===== src/rtl/lrc_tt_pkg.sv =====
// Package for the LRC time tag parser: result type, status codes and
// character and scaling constants. Depends on nothing.
`default_nettype none

package lrc_tt_pkg;

    // Result status codes
    localparam logic [1:0] ST_OK    = 2'd0;
    localparam logic [1:0] ST_BAD   = 2'd1;
    localparam logic [1:0] ST_RANGE = 2'd2;

    // Characters of the tag body
    localparam logic [7:0] CH_ZERO  = 8'h30;
    localparam logic [7:0] CH_NINE  = 8'h39;
    localparam logic [7:0] CH_COLON = 8'h3A;
    localparam logic [7:0] CH_DOT   = 8'h2E;
    localparam logic [7:0] CH_CLOSE = 8'h5D;

    // Counter limits and scaling
    localparam logic [16:0] MIN_MAX        = 17'd131071;
    localparam logic [6:0]  SEC_MAX        = 7'd127;
    localparam logic [6:0]  SEC_LIMIT      = 7'd60;
    localparam logic [1:0]  FRAC_DIGITS    = 2'd3;
    localparam logic [15:0] MS_PER_MIN     = 16'd60000;
    localparam logic [9:0]  MS_PER_SEC     = 10'd1000;

    typedef struct packed {
        logic        valid;
        logic [31:0] time_ms;
        logic [1:0]  status;
    } lrc_tt_result_t;

endpackage

`default_nettype wire


===== src/rtl/lrc_tt_if.sv =====
// Valid/ready channel interfaces of the LRC time tag parser: tag byte
// input and result output. Depends on nothing.
`default_nettype none

interface lrc_tt_in_if;
    logic       valid;
    logic       ready;
    logic [7:0] tag_byte;
    logic       tag_start;

    modport source (output valid, output tag_byte, output tag_start, input ready);
    modport sink   (input valid, input tag_byte, input tag_start, output ready);
endinterface

interface lrc_tt_out_if;
    logic        valid;
    logic        ready;
    logic [31:0] time_ms;
    logic [1:0]  status;

    modport source (output valid, output time_ms, output status, input ready);
    modport sink   (input valid, input time_ms, input status, output ready);
endinterface

`default_nettype wire


===== src/rtl/lrc_tt_core.sv =====
// Tag parsing state machine and counters of the LRC time tag parser.
// Gives the result of the deciding byte in the same cycle. Uses lrc_tt_pkg.
`default_nettype none

module lrc_tt_core (
    input  wire logic                       clk,
    input  wire logic                       rst_n,
    input  wire logic                       accept,
    input  wire logic [7:0]                 tag_byte,
    input  wire logic                       tag_start,
    output lrc_tt_pkg::lrc_tt_result_t      res
);
    import lrc_tt_pkg::*;

    localparam logic [2:0] PH_IDLE  = 3'd0;
    localparam logic [2:0] PH_FIRST = 3'd1;
    localparam logic [2:0] PH_MIN   = 3'd2;
    localparam logic [2:0] PH_SEC   = 3'd3;
    localparam logic [2:0] PH_FRAC  = 3'd4;

    logic [2:0]  phase_reg, phase_next;
    logic [16:0] minute_count_reg, minute_count_next;
    logic [6:0]  second_count_reg, second_count_next;
    logic        second_seen_reg, second_seen_next;
    logic [9:0]  fraction_value_reg, fraction_value_next;
    logic [1:0]  fraction_count_reg, fraction_count_next;
    logic [32:0] minute_ms_reg, minute_ms_next;

    logic [2:0]  cur_phase;
    logic [6:0]  cur_sec;
    logic [9:0]  cur_frac;
    logic [1:0]  cur_fcount;
    logic        cur_seen;
    logic        is_digit;
    logic [3:0]  digit;
    logic [20:0] minute_sum;
    logic [10:0] second_sum;
    logic [9:0]  frac_ms;
    logic [16:0] sec_ms;
    logic [33:0] total_ms;
    logic        finish;

    always_comb
    begin
        is_digit   = (tag_byte >= CH_ZERO) && (tag_byte <= CH_NINE);
        digit      = is_digit ? tag_byte[3:0] : 4'd0;
        cur_phase  = tag_start ? PH_FIRST : phase_reg;
        cur_sec    = tag_start ? 7'd0 : second_count_reg;
        cur_frac   = tag_start ? 10'd0 : fraction_value_reg;
        cur_fcount = tag_start ? 2'd0 : fraction_count_reg;
        cur_seen   = tag_start ? 1'b0 : second_seen_reg;

        minute_sum = 21'(minute_count_reg) * 21'd10 + 21'(digit);
        second_sum = 11'(cur_sec) * 11'd10 + 11'(digit);

        // Scale the fraction to milliseconds; finish only sees the registered fraction
        unique case (fraction_count_reg)
            2'd1:    frac_ms = 10'(fraction_value_reg * 10'd100);
            2'd2:    frac_ms = 10'(fraction_value_reg * 10'd10);
            default: frac_ms = fraction_value_reg;
        endcase
        sec_ms   = 17'(second_count_reg) * 17'(MS_PER_SEC);
        total_ms = 34'(minute_ms_reg) + 34'(sec_ms) + 34'(frac_ms);

        phase_next          = phase_reg;
        minute_count_next   = tag_start ? 17'd0 : minute_count_reg;
        second_count_next   = cur_sec;
        second_seen_next    = cur_seen;
        fraction_value_next = cur_frac;
        fraction_count_next = cur_fcount;
        minute_ms_next      = minute_ms_reg;
        finish              = 1'b0;
        res.valid           = 1'b0;
        res.time_ms         = 32'd0;
        res.status          = ST_OK;

        if (tag_start)
        begin
            phase_next = PH_FIRST;
        end

        unique case (cur_phase)
            PH_FIRST:
            begin
                if (is_digit)
                begin
                    minute_count_next = 17'(digit);
                    phase_next        = PH_MIN;
                end
                else
                begin
                    res.valid  = 1'b1;
                    res.status = ST_BAD;
                end
            end
            PH_MIN:
            begin
                if (is_digit)
                begin
                    minute_count_next = (minute_sum > 21'(MIN_MAX)) ? MIN_MAX
                                                                    : minute_sum[16:0];
                end
                else if (tag_byte == CH_COLON)
                begin
                    phase_next     = PH_SEC;
                    minute_ms_next = 33'(minute_count_reg) * 33'(MS_PER_MIN);
                end
                else
                begin
                    res.valid  = 1'b1;
                    res.status = ST_BAD;
                end
            end
            PH_SEC:
            begin
                if (is_digit)
                begin
                    second_count_next = (second_sum > 11'(SEC_MAX)) ? SEC_MAX
                                                                    : second_sum[6:0];
                    second_seen_next  = 1'b1;
                end
                else if (!cur_seen)
                begin
                    res.valid  = 1'b1;
                    res.status = ST_BAD;
                end
                else if (cur_sec >= SEC_LIMIT)
                begin
                    res.valid  = 1'b1;
                    res.status = ST_RANGE;
                end
                else if (tag_byte == CH_DOT || tag_byte == CH_COLON)
                begin
                    phase_next = PH_FRAC;
                end
                else if (tag_byte == CH_CLOSE)
                begin
                    finish = 1'b1;
                end
                else
                begin
                    res.valid  = 1'b1;
                    res.status = ST_BAD;
                end
            end
            PH_FRAC:
            begin
                if (is_digit)
                begin
                    if (cur_fcount >= FRAC_DIGITS)
                    begin
                        res.valid  = 1'b1;
                        res.status = ST_BAD;
                    end
                    else
                    begin
                        fraction_value_next = cur_frac * 10'd10 + 10'(digit);
                        fraction_count_next = cur_fcount + 2'd1;
                    end
                end
                else if (cur_fcount == 2'd0 || tag_byte != CH_CLOSE)
                begin
                    res.valid  = 1'b1;
                    res.status = ST_BAD;
                end
                else
                begin
                    finish = 1'b1;
                end
            end
            default:
            begin
                phase_next = PH_IDLE;
            end
        endcase

        if (finish)
        begin
            res.valid = 1'b1;
            if (total_ms[33:32] != 2'd0)
            begin
                res.status = ST_RANGE;
            end
            else
            begin
                res.time_ms = total_ms[31:0];
            end
        end

        // Drop back to idle once the tag is decided
        if (res.valid)
        begin
            phase_next = PH_IDLE;
        end
    end

    always_ff @(posedge clk or negedge rst_n)
    begin
        if (!rst_n)
        begin
            phase_reg <= PH_IDLE;
        end
        else if (accept)
        begin
            phase_reg <= phase_next;
        end
    end

    always_ff @(posedge clk)
    begin
        if (accept)
        begin
            minute_count_reg   <= minute_count_next;
            second_count_reg   <= second_count_next;
            second_seen_reg    <= second_seen_next;
            fraction_value_reg <= fraction_value_next;
            fraction_count_reg <= fraction_count_next;
            minute_ms_reg      <= minute_ms_next;
        end
    end

    a_err_zero_time: assert property (@(posedge clk) disable iff (!rst_n)
        res.valid && res.status != ST_OK |-> res.time_ms == 32'd0)
        else $error("nonzero time on failed tag");

    a_status_code: assert property (@(posedge clk) disable iff (!rst_n)
        res.valid |-> (res.status == ST_OK || res.status == ST_BAD
                       || res.status == ST_RANGE))
        else $error("undefined status code");

    a_idle_after: assert property (@(posedge clk) disable iff (!rst_n)
        accept && res.valid |=> phase_reg == PH_IDLE)
        else $error("parser not idle after decision");

endmodule

`default_nettype wire


===== src/rtl/lrc_time_tag_parser.sv =====
// LRC time tag parser, top level: byte channel in, result channel out.
// A result is offered in the cycle after its deciding byte is accepted.
// Throughput: one byte per cycle; the single output register keeps input open
// whenever that register is empty or is being drained in the same cycle.
// Reset (rst_n low, asynchronous) returns the parser to idle and empties the
// output register; counters need no reset since tag start clears them.
// Uses lrc_tt_pkg, lrc_tt_if and lrc_tt_core.
`default_nettype none

module lrc_time_tag_parser (
    input  wire logic     clk,
    input  wire logic     rst_n,
    lrc_tt_in_if.sink     tag,
    lrc_tt_out_if.source  result
);
    import lrc_tt_pkg::*;

    lrc_tt_result_t core_res;
    logic           in_beat;
    logic           load;
    logic           out_valid_reg, out_valid_next;
    logic [31:0]    time_ms_reg;
    logic [1:0]     status_reg;

    // Take a byte whenever the result register is free or draining now
    assign tag.ready = !out_valid_reg || result.ready;
    assign in_beat   = tag.valid && tag.ready;
    assign load      = in_beat && core_res.valid;

    lrc_tt_core u_core (
        .clk       (clk),
        .rst_n     (rst_n),
        .accept    (in_beat),
        .tag_byte  (tag.tag_byte),
        .tag_start (tag.tag_start),
        .res       (core_res)
    );

    always_comb
    begin
        out_valid_next = out_valid_reg;
        if (load)
        begin
            out_valid_next = 1'b1;
        end
        else if (result.ready)
        begin
            out_valid_next = 1'b0;
        end
    end

    always_ff @(posedge clk or negedge rst_n)
    begin
        if (!rst_n)
        begin
            out_valid_reg <= 1'b0;
        end
        else
        begin
            out_valid_reg <= out_valid_next;
        end
    end

    // Hold the result payload until its beat is taken
    always_ff @(posedge clk)
    begin
        if (load)
        begin
            time_ms_reg <= core_res.time_ms;
            status_reg  <= core_res.status;
        end
    end

    assign result.valid   = out_valid_reg;
    assign result.time_ms = time_ms_reg;
    assign result.status  = status_reg;

    a_no_overrun: assert property (@(posedge clk) disable iff (!rst_n)
        out_valid_reg && !result.ready |-> !tag.ready)
        else $error("input taken while result stalled");

    a_result_loaded: assert property (@(posedge clk) disable iff (!rst_n)
        in_beat && core_res.valid |=> out_valid_reg)
        else $error("decided tag lost");

    a_result_drained: assert property (@(posedge clk) disable iff (!rst_n)
        out_valid_reg && result.ready && !load |=> !out_valid_reg)
        else $error("result repeated after its beat");

endmodule

`default_nettype wire

===== src/flat_wrapper.sv =====
// flat-port wrapper written by rule: the top's interface ports become plain ports
module lrc_time_tag_parser_flat import lrc_tt_pkg::*;
  (clk, rst_n, tag_valid, tag_tag_byte, tag_tag_start, tag_ready, result_valid, result_time_ms, result_status, result_ready);
  lrc_tt_in_if tag_i ();
  lrc_tt_out_if result_i ();
  input  wire logic clk;
  input  wire logic rst_n;
  input wire logic [$bits(tag_i.valid)-1:0] tag_valid;
  input wire logic [$bits(tag_i.tag_byte)-1:0] tag_tag_byte;
  input wire logic [$bits(tag_i.tag_start)-1:0] tag_tag_start;
  output wire logic [$bits(tag_i.ready)-1:0] tag_ready;
  output wire logic [$bits(result_i.valid)-1:0] result_valid;
  output wire logic [$bits(result_i.time_ms)-1:0] result_time_ms;
  output wire logic [$bits(result_i.status)-1:0] result_status;
  input wire logic [$bits(result_i.ready)-1:0] result_ready;
  assign tag_i.valid = tag_valid;
  assign tag_i.tag_byte = tag_tag_byte;
  assign tag_i.tag_start = tag_tag_start;
  assign tag_ready = tag_i.ready;
  assign result_valid = result_i.valid;
  assign result_time_ms = result_i.time_ms;
  assign result_status = result_i.status;
  assign result_i.ready = result_ready;
  lrc_time_tag_parser u_core (.clk(clk), .rst_n(rst_n), .tag(tag_i), .result(result_i));
endmodule

===== config.mk =====
export PLATFORM = sky130hd
export DESIGN_NAME = lrc_time_tag_parser_flat
export DESIGN_NICKNAME = d
export VERILOG_FILES = /design/src/rtl/lrc_tt_pkg.sv /design/src/rtl/lrc_tt_if.sv /design/src/rtl/lrc_tt_core.sv /design/src/rtl/lrc_time_tag_parser.sv /design/src/flat_wrapper.sv
export SDC_FILE = /design/constraint.sdc
export NUM_CORES = 1
export LEC_CHECK = 0
export BUFFER_PORTS_ARGS = -buffer_cell sky130_fd_sc_hd__buf_2
export CAP_MARGIN = 20
export CORE_MARGIN = 3
export CORE_UTILIZATION = 50
export CTS_CLUSTER_SIZE = 24
export DETAILED_ROUTE_END_ITERATION = 6
export MAX_ROUTING_LAYER = met4
export PLACE_DENSITY = 0.67
export REMOVE_ABC_BUFFERS = 1
export SLEW_MARGIN = 20
export SYNTH_ARGS = -nofsm -noshare
export SYNTH_HDL_FRONTEND = slang
export SYNTH_SLANG_ARGS = --single-unit

===== constraint.sdc =====
create_clock -name clk -period 9.8 [get_ports clk]
set_clock_uncertainty 0.15 [all_clocks]
set_input_delay 0.98 -clock clk [delete_from_list [all_inputs] [get_ports clk]]
set_output_delay 0.98 -clock clk [all_outputs]
set_load 0.02 [all_outputs]

==> results_dict.tcl <==
set metrics [dict create \
    status "finished, final reports clean" \
    io_pins 49 \
    muxShareOfSynthArea 0.00617 \
    seqCellArea_um2 3070 \
    drt_iter0_markers 572 \
    routedWlPerCell_um 15.6 \
    pwr_density_cell_nw_per_um2 256 \
    fmax_mhz 128 \
    clock_sinks 103 \
    slew_headroom 0.350 \
    largest_reg_flops 32 \
    setup_viol 0 \
    hp-class "in -> async" \
    slowest_delay_ns 0.64 \
    cts_resized 0 \
    syn_area_um2 12600 \
    slew_violations 0 \
    async_flop_share 0.0388 \
    grt_overflow_total 0 \
    cts_max_path_buffers 2 \
    syn_inst 1238 \
    synth-edff-count 99 \
    crit_path_frequent_cell "fa_1" \
    worstSetupEndpointType "register" \
    synthAdderAreaFrac 0.375 \
    fin_crit_sh 0.797 \
    worstMarginPinSlew_ns 0.971 \
    die_h_um 165 \
    initial_core_util 0.512 \
    grt_max_degree 40 \
    rsz0062_at_grt "no" \
    rows 57 \
    yosysUniqueCellTypes 77 \
    synth_compound_area_frac 0.134 \
    io_buffers 48 \
    coreArea_um2 24500 \
    cp_max_fo 29 \
    leakagePower_nw 6.20 \
    clock_latency_ns 0.36 \
    nNetsFinal 1611 \
    gp_congestion 0.860 \
    cts_tree "done" \
    via_count 8794 \
    grt_pass1_wl_um 42500 \
    timing_hold_violations_final 0 \
    dieArea_um2 27100 \
    die_x_um 165 \
    post_cts_buffers 0 \
    yosys_register_bits 103 \
    ys_warn_count 0 \
    clockRootBuffer "clkbuf_16" \
    numCtsBuffers 9 \
    maxCapViolations 0 \
    post_drt_via_cell_ratio 5.46 \
    antenna_found_initial 0 \
    drive_above_1_share 0.0739 \
    clk_pin_slew_worst_paths_ns 0.08 \
    path_class "reg -> reg" \
    power_mw 3.43 \
    grt.total_usage 0.199 \
    first_pass_iters 5 \
    n_antenna_cell 0 \
    postSynthAreaPerCell_um2 10.1 \
    crit_path_start_kind "register" \
    dpl.hpwl_um 20500 \
    fin_crit_ns 7.81 \
    ant_nets 0 \
    multi_input_area_um2 8890 \
    required_ns 9.82 \
    synthSimpleGateAreaFrac 0.116 \
    synth-seq-area-share 0.245 \
    fill_cells 2185 \
    ir_drop_mv 0.154 \
    area_growth_pct 6.91 \
    synth-xor-area-share 0.0760 \
    wl_um 25000 \
    slowest_stage "nand2_1" \
    hold_ws_ns 0.268 \
    yosys_most_used_dff "edfxtp_1" \
    route.detailed.drc 0 \
    fin_setup_tns_ns 0 \
    worstPathBufferInverterCount 2 \
    crit_chain "fa_1 > fa_1 > inv_1 > fa_1 > fa_1 > inv_1 > ha_1 > o21ai_0 > a21boi_0 > o21ai_0 > a21boi_0 > o21ai_0 > a21boi_0 > nor4_1 > a311o_1 > ha_1 > ha_1 > nand2_1 > o31ai_1 > a211oi_2 > o21ai_1 > mux2i_1 > nand2_1 > nor3b_1" \
    holdBufCountCts 0 \
    grt_pass1_vias 8651 \
    crit_arrival_ns 7.83 \
    htree_levels 3 \
    crit_family "adder cells" \
    synth_top_family_by_area "adder cells" \
]
## metal layers
layer / part of all wire / global-route usage / vias up
li1: - / - / 4447
met1: 0.49 / 0.287 / 4186
met2: 0.46 / 0.309 / 142
met3: 0.035 / 0.0198 / 19
met4: 0.011 / 0.0419 / 0
met5: 0 / - / -
## cell families after synthesis
logic type,after synthesis
fa+ha+maj,317
simple gates,294
compound gates,251
buf+inv,157
xor+xnor,109
flops,103
mux,7
## cells in the mapped netlist, drive strengths merged (3+ instances only)
master / n / area share
o211ai: 3 / 0.0018
xor2: 41 / 0.029
and4: 3 / 0.0022
nor2b: 26 / 0.013
o21ai: 64 / 0.026
a21o: 30 / 0.018
clkbuf: 17 / 0.0051
mux2: 6 / 0.0054
inv: 138 / 0.041
o31ai: 8 / 0.0048
a21boi: 8 / 0.0048
a21oi: 61 / 0.024
nor3b: 4 / 0.0024
or2: 3 / 0.0015
o21a: 7 / 0.0043
and3: 12 / 0.0060
o21bai: 5 / 0.0030
nand2b: 13 / 0.0065
o41ai: 3 / 0.0021
a211o: 3 / 0.0022
and2: 7 / 0.0035
nand3: 18 / 0.0072
a22oi: 3 / 0.0018
o31a: 3 / 0.0022
a211oi: 9 / 0.0070
o22a: 6 / 0.0042
nor3: 21 / 0.0097
edfxtp: 99 / 0.24
a221o: 13 / 0.010
dfrtp: 4 / 0.0080
nand2: 67 / 0.020
xnor2: 68 / 0.047
a22o: 5 / 0.0035
nand4: 5 / 0.0025
ha: 218 / 0.22
o22ai: 5 / 0.0025
or3: 5 / 0.0029
fa: 99 / 0.16
nand3b: 3 / 0.0018
nor2: 98 / 0.029
## worst paths after layout
kind,startpoint,end,slack (ns),cells past startpoint
worst max-delay path,u_core.u_core.second_count_reg[2],u_core.result.time_ms[8],1.99,24
worst min-delay path,rst_n,u_core.result.valid,0.27,1
worst max register to register,u_core.u_core.second_count_reg[2],u_core.result.time_ms[8],1.99,24
worst min register to register,u_core.result.valid,u_core.result.valid,0.38,2
max in group asynchronous,rst_n,u_core.u_core.phase_reg[1],9.10,1
min in group clk,u_core.result.valid,u_core.result.valid,0.38,2
## worst reg2reg max path, stage by stage (launching register included)
cell,delay [ns]
edfxtp_1,0.53
fa_1,0.57
fa_1,0.52
inv_1,0.05
fa_1,0.47
fa_1,0.51
inv_1,0.05
ha_1,0.30
o21ai_0,0.11
a21boi_0,0.24
o21ai_0,0.15
a21boi_0,0.27
o21ai_0,0.16
a21boi_0,0.38
nor4_1,0.08
a311o_1,0.34
ha_1,0.29
ha_1,0.35
nand2_1,0.12
o31ai_1,0.09
a211oi_2,0.38
o21ai_1,0.10
mux2i_1,0.40
nand2_1,0.64
nor3b_1,0.39
## cell type report
type	instances	share of cell area
clock buffers	9	0.0168
clock inverters	7	0.00419
inverters	138	0.0386
multi-input cells	978	0.662
flip-flops and latches	103	0.229
well taps	324	0.0302
repair buffers	51	0.0196
## through the flow
stage	worst slack [ns]	util	instance area (um^2)	instances
finish	1.99	0.547	13400	1610
global route	1.39	0.547	13400	1610
CTS	1.92	0.547	13400	1610
detailed placement	1.97	0.536	13200	1594
global placement	2.30	0.536	13200	1594
floorplan	3.10	-	12500	1219
## power breakdown
| part | internal (mW) | leakage (nW) | switching, mW |
|---|---|---|---|
| clock | 0.175 | 0.132 | 0.170 |
| combinational | 1.11 | 5.07 | 1.35 |
| sequential | 0.592 | 1.00 | 0.0405 |
## cells in the final DEF (no fill, tap or decap), types with 3 or more instances in the layout
master / instances
ha_1: 218
fa_1: 99
a211oi_2: 4
o22ai_1: 5
o41ai_1: 3
nand2_1: 67
o21ai_0: 52
o21a_1: 6
and3_1: 12
clkbuf_16: 9
mux2_2: 6
nor3b_1: 4
a21oi_1: 61
nand3b_1: 3
nor3_1: 18
edfxtp_1: 99
o31ai_1: 8
nor2_1: 98
a21o_1: 30
a211oi_1: 5
nand2b_1: 13
a221o_1: 13
a22o_1: 5
xnor2_1: 68
o21ai_1: 10
nand4_1: 5
o211ai_1: 3
nand3_1: 18
inv_1: 138
nor2b_1: 26
or3_1: 4
and2_1: 6
buf_2: 48
a22oi_1: 3
o21bai_1: 5
dfrtp_1: 4
buf_4: 3
a21boi_0: 8
xor2_1: 41
o22a_1: 6
Power figures use the tool's default switching activity.
